## src/rtl/core/skpl_pkg.sv

```systemverilog
// Shared types, codes and helpers for the sorted key priority list.
package skpl_pkg;

   localparam int CAPACITY_DEFAULT = 16;
   localparam int KEY_W = 32;
   localparam int ITEM_W = 32;
   localparam int OP_W = 3;
   localparam int STATUS_W = 2;
   localparam int COUNT_OUT_W = 5;
   localparam int QUEUE_DEPTH = 2;
   localparam int QPTR_W = $clog2(QUEUE_DEPTH);
   localparam int QFILL_W = $clog2(QUEUE_DEPTH + 1);

   localparam logic [OP_W-1:0] OP_PREPEND  = 3'd0;
   localparam logic [OP_W-1:0] OP_APPEND   = 3'd1;
   localparam logic [OP_W-1:0] OP_REM_HEAD = 3'd2;
   localparam logic [OP_W-1:0] OP_INSERT   = 3'd3;
   localparam logic [OP_W-1:0] OP_REM_KEY  = 3'd4;

   localparam logic [STATUS_W-1:0] ST_OK   = 2'd0;
   localparam logic [STATUS_W-1:0] ST_MISS = 2'd1;
   localparam logic [STATUS_W-1:0] ST_FULL = 2'd2;

   typedef enum logic [2:0] {
      CMD_PREPEND,
      CMD_APPEND,
      CMD_REM_HEAD,
      CMD_INSERT,
      CMD_REM_KEY,
      CMD_NOP
   } cmd_type;

   typedef struct packed {
      cmd_type             cmd;
      logic [KEY_W-1:0]    key;
      logic [ITEM_W-1:0]   item;
   } req_type;

   function automatic logic key_less(input logic [KEY_W-1:0] a, input logic [KEY_W-1:0] b);
      return $signed(a) < $signed(b);
   endfunction

endpackage

```

## src/rtl/core/skpl_front.sv

```systemverilog
// Front end: accepts requests and decodes the operation code into a command.
module skpl_front
   import skpl_pkg::*;
(
   input  logic                    start,
   input  logic [OP_W-1:0]         req_op,
   input  logic [KEY_W-1:0]        req_key_in,
   input  logic [ITEM_W-1:0]       req_item_in,
   input  logic                    q_full,
   output logic                    busy,
   output logic                    push,
   output req_type                 push_req
);

   cmd_type cmd;

   always_comb begin
      unique case (req_op)
         OP_PREPEND:  cmd = CMD_PREPEND;
         OP_APPEND:   cmd = CMD_APPEND;
         OP_REM_HEAD: cmd = CMD_REM_HEAD;
         OP_INSERT:   cmd = CMD_INSERT;
         OP_REM_KEY:  cmd = CMD_REM_KEY;
         default:     cmd = CMD_NOP;
      endcase
   end

   assign busy = q_full;
   assign push = start & ~q_full;
   assign push_req = '{cmd: cmd, key: req_key_in, item: req_item_in};

endmodule

```

## src/rtl/core/skpl_queue.sv

```systemverilog
// Short request queue that decouples the front end from the list engine.
module skpl_queue
   import skpl_pkg::*;
(
   input  logic      clock,
   input  logic      reset,
   input  logic      push,
   input  req_type   push_req,
   input  logic      pop,
   output logic      q_full,
   output logic      q_valid,
   output req_type   q_req
);

   req_type              slot_ff [QUEUE_DEPTH];
   logic [QPTR_W-1:0]    wr_ptr_ff, wr_ptr_in;
   logic [QPTR_W-1:0]    rd_ptr_ff, rd_ptr_in;
   logic [QFILL_W-1:0]   fill_ff, fill_in;

   always_comb begin
      wr_ptr_in = push ? wr_ptr_ff + QPTR_W'(1) : wr_ptr_ff;
      rd_ptr_in = pop ? rd_ptr_ff + QPTR_W'(1) : rd_ptr_ff;
      unique case ({push, pop})
         2'b10:   fill_in = fill_ff + QFILL_W'(1);
         2'b01:   fill_in = fill_ff - QFILL_W'(1);
         default: fill_in = fill_ff;
      endcase
   end

   always_ff @(posedge clock) begin
      if (reset) begin
         wr_ptr_ff <= '0;
         rd_ptr_ff <= '0;
         fill_ff   <= '0;
      end else begin
         wr_ptr_ff <= wr_ptr_in;
         rd_ptr_ff <= rd_ptr_in;
         fill_ff   <= fill_in;
      end
   end

   always_ff @(posedge clock) begin
      if (push) begin
         slot_ff[wr_ptr_ff] <= push_req;
      end
   end

   assign q_full  = (fill_ff == QFILL_W'(QUEUE_DEPTH));
   assign q_valid = (fill_ff != '0);
   assign q_req   = slot_ff[rd_ptr_ff];

endmodule

```

## src/rtl/core/skpl_back.sv

```systemverilog
// List engine: holds the sorted entries in a memory and carries out each command.
module skpl_back
   import skpl_pkg::*;
#(
   parameter int CAPACITY = CAPACITY_DEFAULT
)
(
   input  logic                     clock,
   input  logic                     reset,
   input  logic                     csr_we,
   input  logic [KEY_W-1:0]         csr_wdata,
   input  logic                     q_valid,
   input  req_type                  q_req,
   output logic                     pop,
   output logic                     rsp_valid,
   output logic [STATUS_W-1:0]      rsp_status,
   output logic [KEY_W-1:0]         rsp_key_out,
   output logic [ITEM_W-1:0]        rsp_item_out,
   output logic [COUNT_OUT_W-1:0]   rsp_count_out
);

   localparam int AW = $clog2(CAPACITY);
   localparam int CW = $clog2(CAPACITY + 1);
   localparam int EW = KEY_W + ITEM_W;

   typedef enum logic [6:0] {
      S_IDLE = 7'b0000001,
      S_HEAD = 7'b0000010,
      S_SCAN = 7'b0000100,
      S_UP   = 7'b0001000,
      S_PUT  = 7'b0010000,
      S_DN   = 7'b0100000,
      S_REM  = 7'b1000000
   } state_type;

   logic [EW-1:0]   entry_mem [CAPACITY];
   logic [EW-1:0]   rd_data_ff;
   logic [AW-1:0]   rd_addr;
   logic            wr_en;
   logic [AW-1:0]   wr_addr;
   logic [EW-1:0]   wr_data;

   state_type               state_ff, state_in;
   logic [CW-1:0]           count_ff, count_in;
   logic [CW-1:0]           pos_ff, pos_in;
   logic [AW-1:0]           idx_ff, idx_in;
   cmd_type                 cmd_ff, cmd_in;
   logic [KEY_W-1:0]        op_key_ff, op_key_in;
   logic [ITEM_W-1:0]       op_item_ff, op_item_in;
   logic [KEY_W-1:0]        rm_key_ff, rm_key_in;
   logic [ITEM_W-1:0]       rm_item_ff, rm_item_in;
   logic [KEY_W-1:0]        start_key_ff;
   logic                    rsp_valid_ff, rsp_valid_in;
   logic [STATUS_W-1:0]     rsp_status_ff, rsp_status_in;
   logic [KEY_W-1:0]        rsp_key_ff, rsp_key_in;
   logic [ITEM_W-1:0]       rsp_item_ff, rsp_item_in;
   logic [COUNT_OUT_W-1:0]  rsp_count_ff, rsp_count_in;

   logic                    list_full;
   logic                    list_empty;
   logic [AW-1:0]           last_addr;
   logic [KEY_W-1:0]        rd_key;
   logic [ITEM_W-1:0]       rd_item;

   assign list_full  = (count_ff == CW'(CAPACITY));
   assign list_empty = (count_ff == '0);
   assign last_addr  = AW'(count_ff - CW'(1));
   assign rd_key     = rd_data_ff[EW-1:ITEM_W];
   assign rd_item    = rd_data_ff[ITEM_W-1:0];

   always_comb begin
      state_in      = state_ff;
      count_in      = count_ff;
      pos_in        = pos_ff;
      idx_in        = idx_ff;
      cmd_in        = cmd_ff;
      op_key_in     = op_key_ff;
      op_item_in    = op_item_ff;
      rm_key_in     = rm_key_ff;
      rm_item_in    = rm_item_ff;
      rsp_valid_in  = 1'b0;
      rsp_status_in = ST_OK;
      rsp_key_in    = '0;
      rsp_item_in   = '0;
      rd_addr       = '0;
      wr_en         = 1'b0;
      wr_addr       = '0;
      wr_data       = '0;
      pop           = 1'b0;

      unique case (state_ff)
         S_IDLE: begin
            if (q_valid) begin
               pop        = 1'b1;
               cmd_in     = q_req.cmd;
               op_key_in  = q_req.key;
               op_item_in = q_req.item;
               pos_in     = '0;
               unique case (q_req.cmd)
                  CMD_PREPEND, CMD_APPEND: begin
                     if (list_full) begin
                        rsp_valid_in  = 1'b1;
                        rsp_status_in = ST_FULL;
                     end else if (list_empty) begin
                        wr_en         = 1'b1;
                        wr_data       = {start_key_ff, q_req.item};
                        count_in      = count_ff + CW'(1);
                        rsp_valid_in  = 1'b1;
                        rsp_key_in    = start_key_ff;
                     end else begin
                        rd_addr  = (q_req.cmd == CMD_PREPEND) ? '0 : last_addr;
                        state_in = S_HEAD;
                     end
                  end
                  CMD_REM_HEAD: begin
                     if (list_empty) begin
                        rsp_valid_in  = 1'b1;
                        rsp_status_in = ST_MISS;
                     end else begin
                        state_in = S_HEAD;
                     end
                  end
                  CMD_INSERT: begin
                     if (list_full) begin
                        rsp_valid_in  = 1'b1;
                        rsp_status_in = ST_FULL;
                     end else if (list_empty) begin
                        state_in = S_PUT;
                     end else begin
                        state_in = S_SCAN;
                     end
                  end
                  CMD_REM_KEY: begin
                     if (list_empty) begin
                        rsp_valid_in  = 1'b1;
                        rsp_status_in = ST_MISS;
                     end else begin
                        state_in = S_SCAN;
                     end
                  end
                  default: begin
                     rsp_valid_in = 1'b1;
                  end
               endcase
            end
         end
         S_HEAD: begin
            unique case (cmd_ff)
               CMD_PREPEND: begin
                  op_key_in = rd_key - KEY_W'(1);
                  idx_in    = last_addr;
                  rd_addr   = last_addr;
                  state_in  = S_UP;
               end
               CMD_APPEND: begin
                  op_key_in = rd_key + KEY_W'(1);
                  pos_in    = count_ff;
                  state_in  = S_PUT;
               end
               default: begin
                  rm_key_in  = rd_key;
                  rm_item_in = rd_item;
                  if (count_ff == CW'(1)) begin
                     state_in = S_REM;
                  end else begin
                     idx_in   = '0;
                     rd_addr  = AW'(1);
                     state_in = S_DN;
                  end
               end
            endcase
         end
         S_SCAN: begin
            if (cmd_ff == CMD_INSERT) begin
               if (key_less(rd_key, op_key_ff)) begin
                  if (pos_ff + CW'(1) == count_ff) begin
                     pos_in   = count_ff;
                     state_in = S_PUT;
                  end else begin
                     pos_in  = pos_ff + CW'(1);
                     rd_addr = AW'(pos_ff + CW'(1));
                  end
               end else begin
                  idx_in   = last_addr;
                  rd_addr  = last_addr;
                  state_in = S_UP;
               end
            end else begin
               if (rd_key == op_key_ff) begin
                  rm_key_in  = rd_key;
                  rm_item_in = rd_item;
                  if (pos_ff + CW'(1) == count_ff) begin
                     state_in = S_REM;
                  end else begin
                     idx_in   = AW'(pos_ff);
                     rd_addr  = AW'(pos_ff + CW'(1));
                     state_in = S_DN;
                  end
               end else if (pos_ff + CW'(1) == count_ff) begin
                  rsp_valid_in  = 1'b1;
                  rsp_status_in = ST_MISS;
                  state_in      = S_IDLE;
               end else begin
                  pos_in  = pos_ff + CW'(1);
                  rd_addr = AW'(pos_ff + CW'(1));
               end
            end
         end
         S_UP: begin
            wr_en   = 1'b1;
            wr_addr = idx_ff + AW'(1);
            wr_data = rd_data_ff;
            if (idx_ff == AW'(pos_ff)) begin
               state_in = S_PUT;
            end else begin
               idx_in  = idx_ff - AW'(1);
               rd_addr = idx_ff - AW'(1);
            end
         end
         S_PUT: begin
            wr_en        = 1'b1;
            wr_addr      = AW'(pos_ff);
            wr_data      = {op_key_ff, op_item_ff};
            count_in     = count_ff + CW'(1);
            rsp_valid_in = 1'b1;
            rsp_key_in   = op_key_ff;
            state_in     = S_IDLE;
         end
         S_DN: begin
            wr_en   = 1'b1;
            wr_addr = idx_ff;
            wr_data = rd_data_ff;
            if (CW'(idx_ff) + CW'(2) == count_ff) begin
               state_in = S_REM;
            end else begin
               idx_in  = idx_ff + AW'(1);
               rd_addr = idx_ff + AW'(2);
            end
         end
         S_REM: begin
            count_in     = count_ff - CW'(1);
            rsp_valid_in = 1'b1;
            rsp_key_in   = rm_key_ff;
            rsp_item_in  = rm_item_ff;
            state_in     = S_IDLE;
         end
         default: begin
            state_in = S_IDLE;
         end
      endcase

      rsp_count_in = COUNT_OUT_W'(count_in);
   end

   always_ff @(posedge clock) begin
      if (wr_en) begin
         entry_mem[wr_addr] <= wr_data;
      end
      rd_data_ff <= entry_mem[rd_addr];
   end

   always_ff @(posedge clock) begin
      if (reset) begin
         state_ff     <= S_IDLE;
         count_ff     <= '0;
         start_key_ff <= '0;
         rsp_valid_ff <= 1'b0;
      end else begin
         state_ff     <= state_in;
         count_ff     <= count_in;
         rsp_valid_ff <= rsp_valid_in;
         if (csr_we) begin
            start_key_ff <= csr_wdata;
         end
      end
   end

   always_ff @(posedge clock) begin
      pos_ff        <= pos_in;
      idx_ff        <= idx_in;
      cmd_ff        <= cmd_in;
      op_key_ff     <= op_key_in;
      op_item_ff    <= op_item_in;
      rm_key_ff     <= rm_key_in;
      rm_item_ff    <= rm_item_in;
      rsp_status_ff <= rsp_status_in;
      rsp_key_ff    <= rsp_key_in;
      rsp_item_ff   <= rsp_item_in;
      rsp_count_ff  <= rsp_count_in;
   end

   assign rsp_valid     = rsp_valid_ff;
   assign rsp_status    = rsp_status_ff;
   assign rsp_key_out   = rsp_key_ff;
   assign rsp_item_out  = rsp_item_ff;
   assign rsp_count_out = rsp_count_ff;

endmodule

```

## src/rtl/core/sorted_key_priority_list_unit.sv

```systemverilog
// Top level of the sorted key priority list: front end, request queue and list engine.
// With an idle engine, refusals, misses on an empty list and undefined codes are answered from
// the idle state; an insert into an empty list goes via S_PUT, a non-empty append via S_HEAD
// and S_PUT, and the operations that shift or scan walk the entry memory one entry per cycle.
// One request runs at a time; start is taken while the queue has room; results never stall.
// Synchronous active-high reset empties the list and clears the start key; no clearing pass.
module sorted_key_priority_list_unit
   import skpl_pkg::*;
#(
   parameter int CAPACITY = CAPACITY_DEFAULT
)
(
   input  logic                           clock,
   input  logic                           reset,
   input  logic                           csr_we,
   input  logic signed [KEY_W-1:0]        csr_wdata,
   input  logic                           start,
   output logic                           busy,
   input  logic [OP_W-1:0]                req_op,
   input  logic signed [KEY_W-1:0]        req_key_in,
   input  logic [ITEM_W-1:0]              req_item_in,
   output logic                           rsp_valid,
   output logic [STATUS_W-1:0]            rsp_status,
   output logic signed [KEY_W-1:0]        rsp_key_out,
   output logic [ITEM_W-1:0]              rsp_item_out,
   output logic [COUNT_OUT_W-1:0]         rsp_count_out
);

   logic      q_full;
   logic      push;
   req_type   push_req;
   logic      q_valid;
   req_type   q_req;
   logic      pop;

   skpl_front u_front (
      .start       (start),
      .req_op      (req_op),
      .req_key_in  (req_key_in),
      .req_item_in (req_item_in),
      .q_full      (q_full),
      .busy        (busy),
      .push        (push),
      .push_req    (push_req)
   );

   skpl_queue u_queue (
      .clock    (clock),
      .reset    (reset),
      .push     (push),
      .push_req (push_req),
      .pop      (pop),
      .q_full   (q_full),
      .q_valid  (q_valid),
      .q_req    (q_req)
   );

   skpl_back #(
      .CAPACITY (CAPACITY)
   ) u_back (
      .clock         (clock),
      .reset         (reset),
      .csr_we        (csr_we),
      .csr_wdata     (csr_wdata),
      .q_valid       (q_valid),
      .q_req         (q_req),
      .pop           (pop),
      .rsp_valid     (rsp_valid),
      .rsp_status    (rsp_status),
      .rsp_key_out   (rsp_key_out),
      .rsp_item_out  (rsp_item_out),
      .rsp_count_out (rsp_count_out)
   );

   a_pop_has_entry: assert property (@(posedge clock) disable iff (reset)
      pop |-> q_valid)
      else $error("engine took a request from an empty queue");

   a_accept_queued: assert property (@(posedge clock) disable iff (reset)
      (start && !busy && !reset) |=> q_valid)
      else $error("accepted request did not reach the queue");

   a_full_at_capacity: assert property (@(posedge clock) disable iff (reset)
      (rsp_valid && rsp_status == ST_FULL) |-> rsp_count_out == COUNT_OUT_W'(CAPACITY))
      else $error("insert refused while the list had room");

   a_fail_zero_payload: assert property (@(posedge clock) disable iff (reset)
      (rsp_valid && (rsp_status == ST_FULL || rsp_status == ST_MISS))
         |-> (rsp_key_out == '0 && rsp_item_out == '0))
      else $error("failed request returned a nonzero key or item");

endmodule
```

## config.mk

```make
export PLATFORM = sky130hd
export DESIGN_NAME = sorted_key_priority_list_unit
export DESIGN_NICKNAME = d
export VERILOG_FILES = /design/src/rtl/core/skpl_pkg.sv /design/src/rtl/core/skpl_front.sv /design/src/rtl/core/skpl_queue.sv /design/src/rtl/core/skpl_back.sv /design/src/rtl/core/sorted_key_priority_list_unit.sv
export SDC_FILE = /design/constraint.sdc
export NUM_CORES = 2
export LEC_CHECK = 0
export BUFFER_PORTS_ARGS = -buffer_cell sky130_fd_sc_hd__buf_2
export CAP_MARGIN = 40
export CORE_UTILIZATION = 62
export CTS_CLUSTER_DIAMETER = 60
export DETAILED_ROUTE_END_ITERATION = 12
export PLACE_DENSITY = 0.79
export SLEW_MARGIN = 30
export SYNTH_ARGS = -nofsm -noshare
export SYNTH_HDL_FRONTEND = slang
export SYNTH_HIERARCHICAL = 1
export SYNTH_SLANG_ARGS = --single-unit
```

## constraint.sdc

```tcl
create_clock -name clock -period 11 [get_ports clock]
set_input_delay 2.2 -clock clock [delete_from_list [all_inputs] [get_ports clock]]
set_output_delay 2.2 -clock clock [all_outputs]
set_load 0.03 [all_outputs]
```

==> out/qor.txt <==
sequential cell area fraction in the yosys report: 72.6%
Setup CP Type: flip-flop to flip-flop
FP Rows: 112
post-route clock period utilization: 52.5%
share of the synthesized area in the top cell type: 66.3%
clock buffer depth: 3
Setup WS pre-CTS: 5.23 ns
Gate power share: 18.4%
clock latency on the worst-skew pair: 0.77 ns
Max Cap Viol: 0
worst vdd ir: 0.182 mV
Critical Path Start Type: flip-flop
htree depth: 4
WP data required: 11.62 ns
DRC: 0
layout cells sized above 1: 16.2%
post-DR vias/cell: 6.47
final worst path period need: 5.78 ns
DR iter-0 viols: 4407
Synth area leaders: edfxtp_1, mux2i_1, dfxtp_1
initial antenna violation count: 9
CP max FO: 112
Starting Density: 62.8%
Detailed Route WL: 147 mm
remaining antenna violation count: 0
Slew Limit Fails: 0
CTS tree: built
die width: 310 um
Leak Pwr: 25.4 nW
Pint: 10.9 mW
Clk pwr share: 34.9%
Net Sw Frac: 27.9%
GRT Total Usage: 30.6%
number of port buffers: 175
post-synthesis mux area share: 10.6%
Worst-path clk slew: 0.06 ns
compound-gate portion of the synthesized area: 6.22%
post-synthesis net count: 3854
clock sinks: 1483
area leader, netlist: edfxtp_1
Synth-to-Final Area Change: 12.5%
Yosys cell types: 82
status: complete, no violations
Setup WS post-layout: 5.22 ns
part of the power in registers: 46.7%
Post-Synth Simple-Gate Area: 5.06%
Post-synth EDFFs: 1298
Synth top cells by count: edfxtp_1, mux2i_1, o22ai_1
Final HPWL DP: 81.6 mm
die footprint: 0.0961 mm2
post-synthesis adder-cell area fraction: 1.57%
hold-fix buffers at CTS: 0
Min-Delay Path Class: flip-flop to flip-flop
largest family of logic cells by synthesized area: multiplexers
Core ar.: 0.0936 mm2
Worst EP arrival: 6.40 ns
Post-Syn Area: 0.0588 mm2
Reg with most FFs: u_back/entry_mem
remaining global-route overflow: 0
Synth Area in XOR/XNOR: 0.934%
PnR Total Power: 15.1 mW
first-pass GRT wire length: 212 mm
Largest register FFs: 1024
f_max: 173 MHz
pin count of the biggest net entering global routing: 150
Avg Cell Area, Syn: 16.0 um2
vias in the first global route: 33602
Post-CTS Setup Bufs: 0
via count: 33696
Synth warnings: 6
Clock Skew: 0.0371 ns
Post-Synthesis Cells: 3678
Routed WL per cell: 28.1 um
Die Ht: 310 um
gpl congestion: 0.904
Max transition margin: 29.3%
CP endpoint kind: flip-flop
largest registers: u_back/entry_mem: 1024 flops, u_queue/slot_ff: 134 flops, u_back/rd_data_ff: 64 flops
Switching Power: 4.20 mW
Fin. Hold Viols: 0
# resized after CTS: 0
power density over the cells: 228 mW/mm2
IO Pins: 176
#FFs+latches synth: 1483
layout net count: 4002
prevailing post-synth register cell: edfxtp_1
most frequent cell after synthesis: edfxtp_1
Async SR Flop Fraction: 0%
clock buffer count from CTS: 148
setup TNS: 0 ns
first-pass iteration count of the detailed router: 8
Slew @ Worst Pin: 1.06 ns
Final Setup Violations: 0
root buffer cell: clkbuf_16
RSZ-0062 raised after global routing: no
## critical path, stage by stage (launching register included)
cell and delay (ns):
dfxtp_4 0.69, buf_4 0.57, mux2_2 0.40, nor2_1 0.09, nand3_1 0.08, o2bb2ai_1 0.14
a221o_1 0.43, a211oi_4 0.43, buf_12 0.64, buf_12 0.51, buf_16 0.44, mux2i_1 0.30
o22ai_1 0.12, or4_1 0.49
## power by group through the flow
stage          Clock, mW  Sequential (mW)  Combinational, mW
4_1_cts             5.29             7.02               2.73
3_3_place_gp           0             7.12               2.64
3_5_place_dp           0             7.13               2.70
6_report            5.25             7.03               2.78
5_1_grt             5.51             7.06               2.99
2_1_floorplan          0             6.99               2.01
## cells in the final DEF, fill, tap and decap left out, types with 66 or more instances in the layout
cell,n
edfxtp_1,1298
dfxtp_1,184
nor3_1,70
o21ai_0,66
o22ai_1,220
nor2_1,92
nand2_1,205
buf_2,173
clkbuf_16,152
mux2_2,86
mux2i_1,526
ha_1,72
inv_1,86
## through the flow
| stage | cell area (um2) | util, % | std cells | hold WS, ns |
|---|---|---|---|---|
| 2_1_floorplan | 58800 | - | 3678 | 0.407 |
| 6_report | 66200 | 70.7 | 5212 | 0.433 |
| 3_3_place_gp | 60500 | 64.6 | 4910 | 0.412 |
| 3_5_place_dp | 60900 | 65.1 | 4927 | 0.421 |
| 4_1_cts | 66100 | 70.6 | 5204 | 0.436 |
| 5_1_grt | 66200 | 70.7 | 5211 | 0.446 |
## final cells by class
type	count	area, um2
Sequential cell	1483	42700
Antenna cell	5	12.5
Clock inverter	73	961
Fill cell	5731	27400
Inverter	87	327
Timing Repair Buffer	247	1820
Tap cell	1254	1570
Multi-Input combinational cell	1859	14600
Clock buffer	204	4200
## routing by layer
metal  track usage (%)  wire (um)
met2              48.5      69300
met1              40.4      54900
met3              6.83      16100
met4              14.3       6230
met5                 0         10
## worst paths after layout
check                           startpoint                               to  slack [ns]  depth (start not counted)
max                              flip-flop    u_back/rd_data_ff[24]$_DFF_P_        5.22                         13
min          u_back/rd_data_ff[15]$_DFF_P_  u_back/rm_item_ff[15]$_DFFE_PP_        0.43                          0
max reg2reg                      flip-flop    u_back/rd_data_ff[24]$_DFF_P_        5.22                         13
min reg2reg  u_back/rd_data_ff[15]$_DFF_P_  u_back/rm_item_ff[15]$_DFFE_PP_        0.43                          0
## kinds of logic (layout without fill, tap and decap cells)
logic type | Yosys count | after routing
AO/OA/AOI/OAI | 523 | 523
XOR/XNOR | 61 | 61
adder cells (fa/ha/maj) | 73 | 73
buffers and inverters | 336 | 611
flip-flops | 1483 | 1483
multiplexers | 613 | 613
other | 0 | 5
AND/OR/NAND/NOR | 589 | 589
Note: power is estimated with default switching activity, not from simulation.
